### config.mk
export PLATFORM = sky130hd
export DESIGN_NAME = risc_instruction_field_decoder
export DESIGN_NICKNAME = d
export VERILOG_FILES = /design/src/rtl/core/rifd_pkg.sv /design/src/rtl/core/risc_instruction_field_decoder.sv
export VERILOG_INCLUDE_DIRS = /design/src /design/src/rtl/core
export SDC_FILE = /design/constraint.sdc
export NUM_CORES = 1
export LEC_CHECK = 0
export BUFFER_PORTS_ARGS = -buffer_cell sky130_fd_sc_hd__buf_4
export CAP_MARGIN = 10
export CORE_MARGIN = 3
export CORE_UTILIZATION = 55
export CTS_BUF_LIST = sky130_fd_sc_hd__clkbuf_16
export DETAILED_ROUTE_END_ITERATION = 8
export PLACE_DENSITY = 0.85
export SLEW_MARGIN = 10
export SYNTH_ARGS = -nofsm -noshare
export SYNTH_HDL_FRONTEND = slang
export SYNTH_SLANG_ARGS = --single-unit
export TNS_END_PERCENT = 20
### constraint.sdc
create_clock -name clk -period 4.3 [get_ports clk]
set_input_delay 1.29 -clock clk [delete_from_list [all_inputs] [get_ports clk]]
set_output_delay 1.29 -clock clk [all_outputs]
set_load 0.02 [all_outputs]
### src/rtl/core/risc_instruction_field_decoder_assert.svh
// Assertion macros for the instruction field decoder.
// Each macro takes a label, clock, active-low reset, antecedent and consequent.
`ifndef RISC_INSTRUCTION_FIELD_DECODER_ASSERT_SVH
`define RISC_INSTRUCTION_FIELD_DECODER_ASSERT_SVH

`ifndef SYNTHESIS

`define RIFD_ASSERT_IMPLY(label, clk, rst_n, ante, cons) \
  label: assert property (@(posedge clk) disable iff (!rst_n) (ante) |-> (cons)) \
    else $error("rifd: implication check failed");

`define RIFD_ASSERT_LATENCY(label, clk, rst_n, ante, cons) \
  label: assert property (@(posedge clk) disable iff (!rst_n) (ante) |-> ##2 (cons)) \
    else $error("rifd: result strobe missing after accepted word");

`else

`define RIFD_ASSERT_IMPLY(label, clk, rst_n, ante, cons)

`define RIFD_ASSERT_LATENCY(label, clk, rst_n, ante, cons)

`endif

`endif

### src/rtl/core/rifd_pkg.sv
package rifd_pkg;

  // Primary opcodes
  localparam logic [5:0] OP_SPECIAL = 6'h00;
  localparam logic [5:0] OP_JAL     = 6'h03;
  localparam logic [5:0] OP_BEQ     = 6'h04;
  localparam logic [5:0] OP_BNE     = 6'h05;
  localparam logic [5:0] OP_ADDI    = 6'h08;
  localparam logic [5:0] OP_ADDIU   = 6'h09;
  localparam logic [5:0] OP_SLTI    = 6'h0a;
  localparam logic [5:0] OP_SLTIU   = 6'h0b;
  localparam logic [5:0] OP_ANDI    = 6'h0c;
  localparam logic [5:0] OP_ORI     = 6'h0d;
  localparam logic [5:0] OP_LUI     = 6'h0f;
  localparam logic [5:0] OP_LW      = 6'h23;
  localparam logic [5:0] OP_LBU     = 6'h24;
  localparam logic [5:0] OP_LHU     = 6'h25;
  localparam logic [5:0] OP_SB      = 6'h28;
  localparam logic [5:0] OP_SH      = 6'h29;
  localparam logic [5:0] OP_SW      = 6'h2b;
  localparam logic [5:0] OP_LL      = 6'h30;
  localparam logic [5:0] OP_SC      = 6'h38;

  // SPECIAL funct codes
  localparam logic [5:0] FN_SLL  = 6'h00;
  localparam logic [5:0] FN_SRL  = 6'h02;
  localparam logic [5:0] FN_JR   = 6'h08;
  localparam logic [5:0] FN_ADD  = 6'h20;
  localparam logic [5:0] FN_ADDU = 6'h21;
  localparam logic [5:0] FN_SUB  = 6'h22;
  localparam logic [5:0] FN_SUBU = 6'h23;
  localparam logic [5:0] FN_AND  = 6'h24;
  localparam logic [5:0] FN_OR   = 6'h25;
  localparam logic [5:0] FN_NOR  = 6'h27;
  localparam logic [5:0] FN_SLT  = 6'h2a;
  localparam logic [5:0] FN_SLTU = 6'h2b;

  // Branch word offset (index + 1 + imm) must keep the byte target inside the
  // open window (-32768, 32767), i.e. the word offset within [-8191, 8191].
  localparam int unsigned BR_SUM_W = 18;
  localparam logic signed [BR_SUM_W-1:0] BR_SUM_MIN = -18'sd8191;
  localparam logic signed [BR_SUM_W-1:0] BR_SUM_MAX = 18'sd8191;

  typedef enum logic [4:0] {
    MN_SLL   = 5'd0,
    MN_SRL   = 5'd1,
    MN_JR    = 5'd2,
    MN_ADD   = 5'd3,
    MN_ADDU  = 5'd4,
    MN_SUB   = 5'd5,
    MN_SUBU  = 5'd6,
    MN_AND   = 5'd7,
    MN_OR    = 5'd8,
    MN_NOR   = 5'd9,
    MN_SLT   = 5'd10,
    MN_SLTU  = 5'd11,
    MN_BEQ   = 5'd12,
    MN_BNE   = 5'd13,
    MN_JAL   = 5'd14,
    MN_ADDI  = 5'd15,
    MN_ADDIU = 5'd16,
    MN_SLTI  = 5'd17,
    MN_SLTIU = 5'd18,
    MN_ANDI  = 5'd19,
    MN_ORI   = 5'd20,
    MN_LUI   = 5'd21,
    MN_LW    = 5'd22,
    MN_LBU   = 5'd23,
    MN_LHU   = 5'd24,
    MN_SB    = 5'd25,
    MN_SH    = 5'd26,
    MN_SW    = 5'd27,
    MN_LL    = 5'd28,
    MN_SC    = 5'd29
  } mnemonic_t;

  typedef enum logic [2:0] {
    FORM_SHIFT   = 3'd0,  // rd, rt, shamt
    FORM_REG_S   = 3'd1,  // rs
    FORM_REG3    = 3'd2,  // rd, rs, rt
    FORM_BRANCH  = 3'd3,  // rs, rt, target
    FORM_JUMP    = 3'd4,  // target
    FORM_MEM     = 3'd5,  // rt, imm(rs)
    FORM_IMM     = 3'd6   // rt, rs, imm
  } form_t;

endpackage

### src/rtl/core/risc_instruction_field_decoder.sv
// Instruction field decoder for a subset of a 32-bit MIPS-style instruction set.
// Input channel: drive in_instr_word and in_instr_index with start high; the
// word is taken at any rising edge where start is high and busy is low. busy
// stays low, so a new word may be issued in every cycle.
// Result channel: out_valid strobes for exactly one cycle with the decoded
// fields (mnemonic, operand form, register numbers, shift amount, immediate,
// target flag and target byte address, error flag). The receiver cannot stall
// and must take each result in the cycle it is shown.
// Path: the accepted word enters one input register stage, then the decode logic
// drives the result register. Throughput: one word per cycle, set by the single
// decode pass.
// Reset (rst_n low, synchronous) clears both stage valid flags; words in
// flight are dropped and no strobe follows until a new word is accepted.
// Unknown opcodes or functs, and branch/jump targets outside the byte window
// (-32768, 32767), raise out_decode_error and zero the mnemonic, form, target
// flag and target fields; raw register, shift and immediate fields always pass.
`include "risc_instruction_field_decoder_assert.svh"

module risc_instruction_field_decoder (
  input  logic               clk,
  input  logic               rst_n,
  input  logic               start,
  output logic               busy,
  input  logic [31:0]        in_instr_word,
  input  logic [13:0]        in_instr_index,
  output logic               out_valid,
  output logic               out_decode_error,
  output logic [4:0]         out_mnemonic,
  output logic [2:0]         out_operand_form,
  output logic [4:0]         out_reg_s,
  output logic [4:0]         out_reg_t,
  output logic [4:0]         out_reg_d,
  output logic [4:0]         out_shift_amount,
  output logic signed [15:0] out_immediate,
  output logic               out_has_target,
  output logic signed [15:0] out_target_addr
);

  import rifd_pkg::*;

  // Input stage
  logic        in_valid_r;
  logic [31:0] word_r;
  logic [13:0] index_r;

  // Result stage
  logic               out_valid_r;
  logic               err_r;
  mnemonic_t          mn_r;
  form_t              form_r;
  logic [25:0]        raw_r;
  logic               tgt_r;
  logic signed [15:0] taddr_r;

  // Decode outputs
  logic               err_nxt;
  mnemonic_t          mn_nxt;
  form_t              form_nxt;
  logic               tgt_nxt;
  logic signed [15:0] taddr_nxt;

  logic                accept;
  logic [5:0]          opcode;
  logic [5:0]          funct;
  logic [BR_SUM_W-1:0] branch_sum;
  logic                branch_ok;
  logic                jump_ok;

  // Nothing ever holds the input off: a word can enter every cycle.
  assign busy   = 1'b0;
  assign accept = start && !busy;

  always_ff @(posedge clk) begin
    if (!rst_n) begin
      in_valid_r <= 1'b0;
    end else begin
      in_valid_r <= accept;
    end
  end

  // Capture payload on accept only; hold otherwise.
  always_ff @(posedge clk) begin
    if (accept) begin
      word_r  <= in_instr_word;
      index_r <= in_instr_index;
    end
  end

  assign opcode = word_r[31:26];
  assign funct  = word_r[5:0];

  // Word offset of the branch target: index + 1 + sign-extended immediate.
  assign branch_sum = {{(BR_SUM_W-14){1'b0}}, index_r} + {{(BR_SUM_W-1){1'b0}}, 1'b1}
                    + {{(BR_SUM_W-16){word_r[15]}}, word_r[15:0]};
  assign branch_ok  = ($signed(branch_sum) >= BR_SUM_MIN) &&
                      ($signed(branch_sum) <= BR_SUM_MAX);

  // jal target is the 26-bit index times 4; it stays below 32767 only when
  // the upper index bits are all zero.
  assign jump_ok = (word_r[25:13] == 13'd0);

  always_comb begin
    err_nxt   = 1'b0;
    mn_nxt    = MN_SLL;
    form_nxt  = FORM_SHIFT;
    tgt_nxt   = 1'b0;
    taddr_nxt = 16'sd0;
    if (opcode == OP_SPECIAL) begin
      unique case (funct)
        FN_SLL:  begin mn_nxt = MN_SLL;  form_nxt = FORM_SHIFT; end
        FN_SRL:  begin mn_nxt = MN_SRL;  form_nxt = FORM_SHIFT; end
        FN_JR:   begin mn_nxt = MN_JR;   form_nxt = FORM_REG_S; end
        FN_ADD:  begin mn_nxt = MN_ADD;  form_nxt = FORM_REG3;  end
        FN_ADDU: begin mn_nxt = MN_ADDU; form_nxt = FORM_REG3;  end
        FN_SUB:  begin mn_nxt = MN_SUB;  form_nxt = FORM_REG3;  end
        FN_SUBU: begin mn_nxt = MN_SUBU; form_nxt = FORM_REG3;  end
        FN_AND:  begin mn_nxt = MN_AND;  form_nxt = FORM_REG3;  end
        FN_OR:   begin mn_nxt = MN_OR;   form_nxt = FORM_REG3;  end
        FN_NOR:  begin mn_nxt = MN_NOR;  form_nxt = FORM_REG3;  end
        FN_SLT:  begin mn_nxt = MN_SLT;  form_nxt = FORM_REG3;  end
        FN_SLTU: begin mn_nxt = MN_SLTU; form_nxt = FORM_REG3;  end
        default: err_nxt = 1'b1;
      endcase
    end else begin
      unique case (opcode)
        OP_BEQ: begin
          mn_nxt    = MN_BEQ;
          form_nxt  = FORM_BRANCH;
          tgt_nxt   = 1'b1;
          taddr_nxt = {branch_sum[13:0], 2'b00};
          err_nxt   = !branch_ok;
        end
        OP_BNE: begin
          mn_nxt    = MN_BNE;
          form_nxt  = FORM_BRANCH;
          tgt_nxt   = 1'b1;
          taddr_nxt = {branch_sum[13:0], 2'b00};
          err_nxt   = !branch_ok;
        end
        OP_JAL: begin
          mn_nxt    = MN_JAL;
          form_nxt  = FORM_JUMP;
          tgt_nxt   = 1'b1;
          taddr_nxt = {word_r[13:0], 2'b00};
          err_nxt   = !jump_ok;
        end
        OP_ADDI:  begin mn_nxt = MN_ADDI;  form_nxt = FORM_IMM; end
        OP_ADDIU: begin mn_nxt = MN_ADDIU; form_nxt = FORM_IMM; end
        OP_SLTI:  begin mn_nxt = MN_SLTI;  form_nxt = FORM_IMM; end
        OP_SLTIU: begin mn_nxt = MN_SLTIU; form_nxt = FORM_IMM; end
        OP_ANDI:  begin mn_nxt = MN_ANDI;  form_nxt = FORM_IMM; end
        OP_ORI:   begin mn_nxt = MN_ORI;   form_nxt = FORM_IMM; end
        OP_LUI:   begin mn_nxt = MN_LUI;   form_nxt = FORM_IMM; end
        OP_LW:    begin mn_nxt = MN_LW;    form_nxt = FORM_MEM; end
        OP_LBU:   begin mn_nxt = MN_LBU;   form_nxt = FORM_MEM; end
        OP_LHU:   begin mn_nxt = MN_LHU;   form_nxt = FORM_MEM; end
        OP_SB:    begin mn_nxt = MN_SB;    form_nxt = FORM_MEM; end
        OP_SH:    begin mn_nxt = MN_SH;    form_nxt = FORM_MEM; end
        OP_SW:    begin mn_nxt = MN_SW;    form_nxt = FORM_MEM; end
        OP_LL:    begin mn_nxt = MN_LL;    form_nxt = FORM_MEM; end
        OP_SC:    begin mn_nxt = MN_SC;    form_nxt = FORM_MEM; end
        default:  err_nxt = 1'b1;
      endcase
    end
    // Drop the decoded meaning on any error; raw fields still pass.
    if (err_nxt) begin
      mn_nxt    = MN_SLL;
      form_nxt  = FORM_SHIFT;
      tgt_nxt   = 1'b0;
      taddr_nxt = 16'sd0;
    end
  end

  always_ff @(posedge clk) begin
    if (!rst_n) begin
      out_valid_r <= 1'b0;
    end else begin
      out_valid_r <= in_valid_r;
    end
  end

  // Result payload advances only with a live word in the input stage.
  always_ff @(posedge clk) begin
    if (in_valid_r) begin
      err_r   <= err_nxt;
      mn_r    <= mn_nxt;
      form_r  <= form_nxt;
      raw_r   <= word_r[25:0];
      tgt_r   <= tgt_nxt;
      taddr_r <= taddr_nxt;
    end
  end

  assign out_valid        = out_valid_r;
  assign out_decode_error = err_r;
  assign out_mnemonic     = mn_r;
  assign out_operand_form = form_r;
  assign out_reg_s        = raw_r[25:21];
  assign out_reg_t        = raw_r[20:16];
  assign out_reg_d        = raw_r[15:11];
  assign out_shift_amount = raw_r[10:6];
  assign out_immediate    = $signed(raw_r[15:0]);
  assign out_has_target   = tgt_r;
  assign out_target_addr  = taddr_r;

  // Every accepted word produces a strobe after the input and result registers.
  `RIFD_ASSERT_LATENCY(a_latency, clk, rst_n, accept, out_valid)
  // An error result carries no decoded meaning.
  `RIFD_ASSERT_IMPLY(a_err_clear, clk, rst_n, out_valid && out_decode_error,
    (out_mnemonic == MN_SLL) && (out_operand_form == FORM_SHIFT) &&
    !out_has_target && (out_target_addr == 16'sd0))
  // A target is only reported for branch or jump forms.
  `RIFD_ASSERT_IMPLY(a_tgt_form, clk, rst_n, out_valid && out_has_target,
    (out_operand_form == FORM_BRANCH) || (out_operand_form == FORM_JUMP))

endmodule
==> impl_metrics.yaml <==
outcome:
  status: "finished clean"
setup_path:
  cpMaxStageDelayCell: "or4_1"
  r2r_slack_ns: 0.26
  r2r-end: "out_target_addr[8]"
  crit_type: "reg2reg"
  cp_max_fo: 21
  arrival_ns: 4.13
  critical_path_buf_inv_count: 1
  cp_top_family: "simple AND/OR/NAND/NOR gates"
  cpPeakStageDelay_ns: 0.52
  reg2reg_depth: 12
  endpoint_kind: "flop"
  r2r-start: "index_r[0]"
  startpoint_type: "flop"
  worstPathCellList: "ha_1 > nand3_1 > xnor2_1 > ha_2 > nand4_1 > and2_1 > o311a_1 > or4_1 > o41a_1 > a211oi_4 > buf_12 > nor3b_2"
  cp.required_ns: 4.40
routing:
  dr.pass1.iters: 5
  wl_per_cell_um: 16.7
  num_vias: 3914
  vias_per_cell: 5.83
  drt-initial-drc-count: 453
  drc_errors: 0
  ant_nets: 0
  wirelength_mm: 11.2
final_layout:
  most-common-layout-cells: "buf_4 (114), edfxtp_1 (96), nor2_1 (24), o21ai_0 (24), a21oi_1 (23)"
  fillers: 678
  utilization_pct: 69.4
  design_area_um2: 6440
  mostFrequentLayoutCell: "buf_4"
  syn_to_final_growth_pct: 21.9
  drive_above_1_share_pct: 29.7
  diodes: 0
  nets: 604
sta:
  worst_slew_pin_slew_ns: 1.15
  period_minus_slack_ns: 4.04
  max_freq_ghz: 0.248
  finalMaxSlewViolations: 0
  timing.hold.ws_ns: 0.450
  rsz0062_at_grt: "false"
  setup_tns_ns: 0
  fin_skew_ns: 0.00831
  finalSetupViolCount: 0
  final.period_utilization_pct: 93.9
  hold_viol_final: 0
  slew_headroom_pct: 23.6
yosys:
  yosysWarnings: 0
  ys_seq_area_share_pct: 55.3
  synth_edf_count: 96
  ys_ff_latch: 98
  synthCells: 445
  syn_area_per_cell_um2: 11.9
  synthesis.area_um2: 5280
  synthFlopType: "edfxtp_1"
  async_flop_share_pct: 0
  synth.distinct_cells: 61
global_routing:
  antenna_found_initial: 0
  grt.overflow.total: 0
  grt_pass1_vias: 3576
  grtUsageTotal_pct: 20.5
  grt_pass1_wl_mm: 18.1
  grt_max_degree: 52
place:
  gp_congestion: 0.854
  io_buffers: 109
  place_area_um2: 6140
  dpl.hpwl_mm: 8.15
clock_tree:
  cts-root-buf: "clkbuf_16"
  clockBufferDepth: 2
  cts.sinks: 98
  cts_buffers: 9
  cts_tree: "done"
  post_cts_buffers: 0
  h-tree-depth: 3
  path_clk_slew_ns: 0.07
  insertion_delay_ns: 0.35
worst_hold_path:
  hold_path_startpoint: "word_r[20]"
  min_to: "raw_r[20]"
  worstHoldPathCells: 0
  hp-class: "reg2reg"
power_and_ir_drop:
  p_per_area_nw_per_um2: 395
  power_mw: 2.55
  power.leakage_nw: 2.36
  peakVddDrop_mv: 0.246
flow_run:
  cap_violations: 0
floorplan:
  die_w_um: 104
  fp.dieArea_um2: 10800
  die_h_um: 104
  rows: 35
  start_util_pct: 56.9
  coreArea_um2: 9280
  ios: 113
-- where the power goes --
part           leakage (nW)  switching, mW  internal (mW)
clock                 0.149          0.383          0.415
sequential            0.911         0.0747           1.13
combinational          1.30          0.302          0.241
total                  2.36          0.760           1.79
-- flip-flops by register name, indices dropped and copies added, names as in the netlist --
name	count
raw_r	26
word_r	32
out_valid	1
out_mnemonic	5
out_has_target	1
out_target_addr	14
out_decode_error	1
out_operand_form	3
index_r	14
in_valid_r	1
-- logic make-up (layout without fill, tap and decap cells) --
logic type               after synthesis  in the layout  share of synthesized area, %
other                                  1              3                        0.0710
buffers and inverters                 45            140                          4.57
multiplexers                           2              2                         0.403
adder cells (fa/ha/maj)               18             18                          4.40
flip-flops                            98             98                          55.3
AND/OR/NAND/NOR                      140            140                          15.8
XOR/XNOR                              24             24                          3.98
AO/OA/AOI/OAI                        117            117                          15.5
-- metal layers --
layer  wire [um]  up-vias  GRT usage [%]
met5           0        -              0
met4         148        0           5.03
met3         829       19           4.66
met2        5350      200           33.2
met1        4870     1827           28.3
li1            -     1868              -
-- worst register-to-register path, cell delays in order (launching register included) --
cell and delay, ns:
edfxtp_1 0.45, ha_1 0.28, nand3_1 0.11, xnor2_1 0.15
ha_2 0.44, nand4_1 0.19, and2_1 0.24, o311a_1 0.37
or4_1 0.52, o41a_1 0.47, a211oi_4 0.29, buf_12 0.22
nor3b_2 0.07
-- cell usage after synthesis (7+ instances only) --
cell      count  area (um^2)
nor2_1       24         90.1
nor2b_1       9         56.3
nand4_1      10         62.6
a21oi_1      23          115
nand3_1      15         75.1
inv_1         9         33.8
a211oi_1      7         52.6
nand2_1      21         78.8
clkbuf_1     17         63.8
nand2b_1      8         50.1
ha_1         17          213
a22oi_1      13         97.6
edfxtp_1     96         2880
a21o_1        8         60.1
buf_4        13         97.6
nor3_1        7         35.0
nor3b_2      14          175
xnor2_1      15          131
xor2_1        9         78.8
a31oi_1       7         43.8
and2_1        8         50.1
o21ai_0      24          120
-- worst max path at each step --
| stage | from | end | slack (ns) | cells past startpoint |
|---|---|---|---|---|
| detailed placement | index_r[0] | out_target_addr[8] | 0.24 | 12 |
| global route | index_r[2] | out_target_addr[3] | 0.05 | 14 |
| finish | index_r[0] | out_target_addr[8] | 0.26 | 12 |
| CTS | index_r[0] | out_target_addr[8] | 0.21 | 12 |
| floorplan | index_r[0] | out_target_addr[9] | 0.60 | 14 |
| global placement | index_r[0] | out_target_addr[4] | 0.40 | 12 |
-- per-stage QoR --
stage	setup WS (ns)	cells
after global routing	0.0507	671
after global placement	0.397	655
after floorplan	0.597	447
after detailed placement	0.245	655
after CTS	0.209	671
final	0.262	671
-- what timing repair did --
item                                    in CTS  in global routing
resized for setup                            0                  1
hold buffers                                 0                  0
endpoints found under the setup margin       0                  1
-- layout make-up --
type,instances,area (um^2),area share [%]
Sequential cell,98,2920,45.4
Tap cell,129,161,2.51
Inverter,9,33.8,0.525
Clock inverter,7,76.3,1.19
Clock buffer,9,225,3.50
Multi-Input combinational cell,304,2140,33.3
Timing Repair Buffer,115,876,13.6
Power figures use the tool's default switching activity.
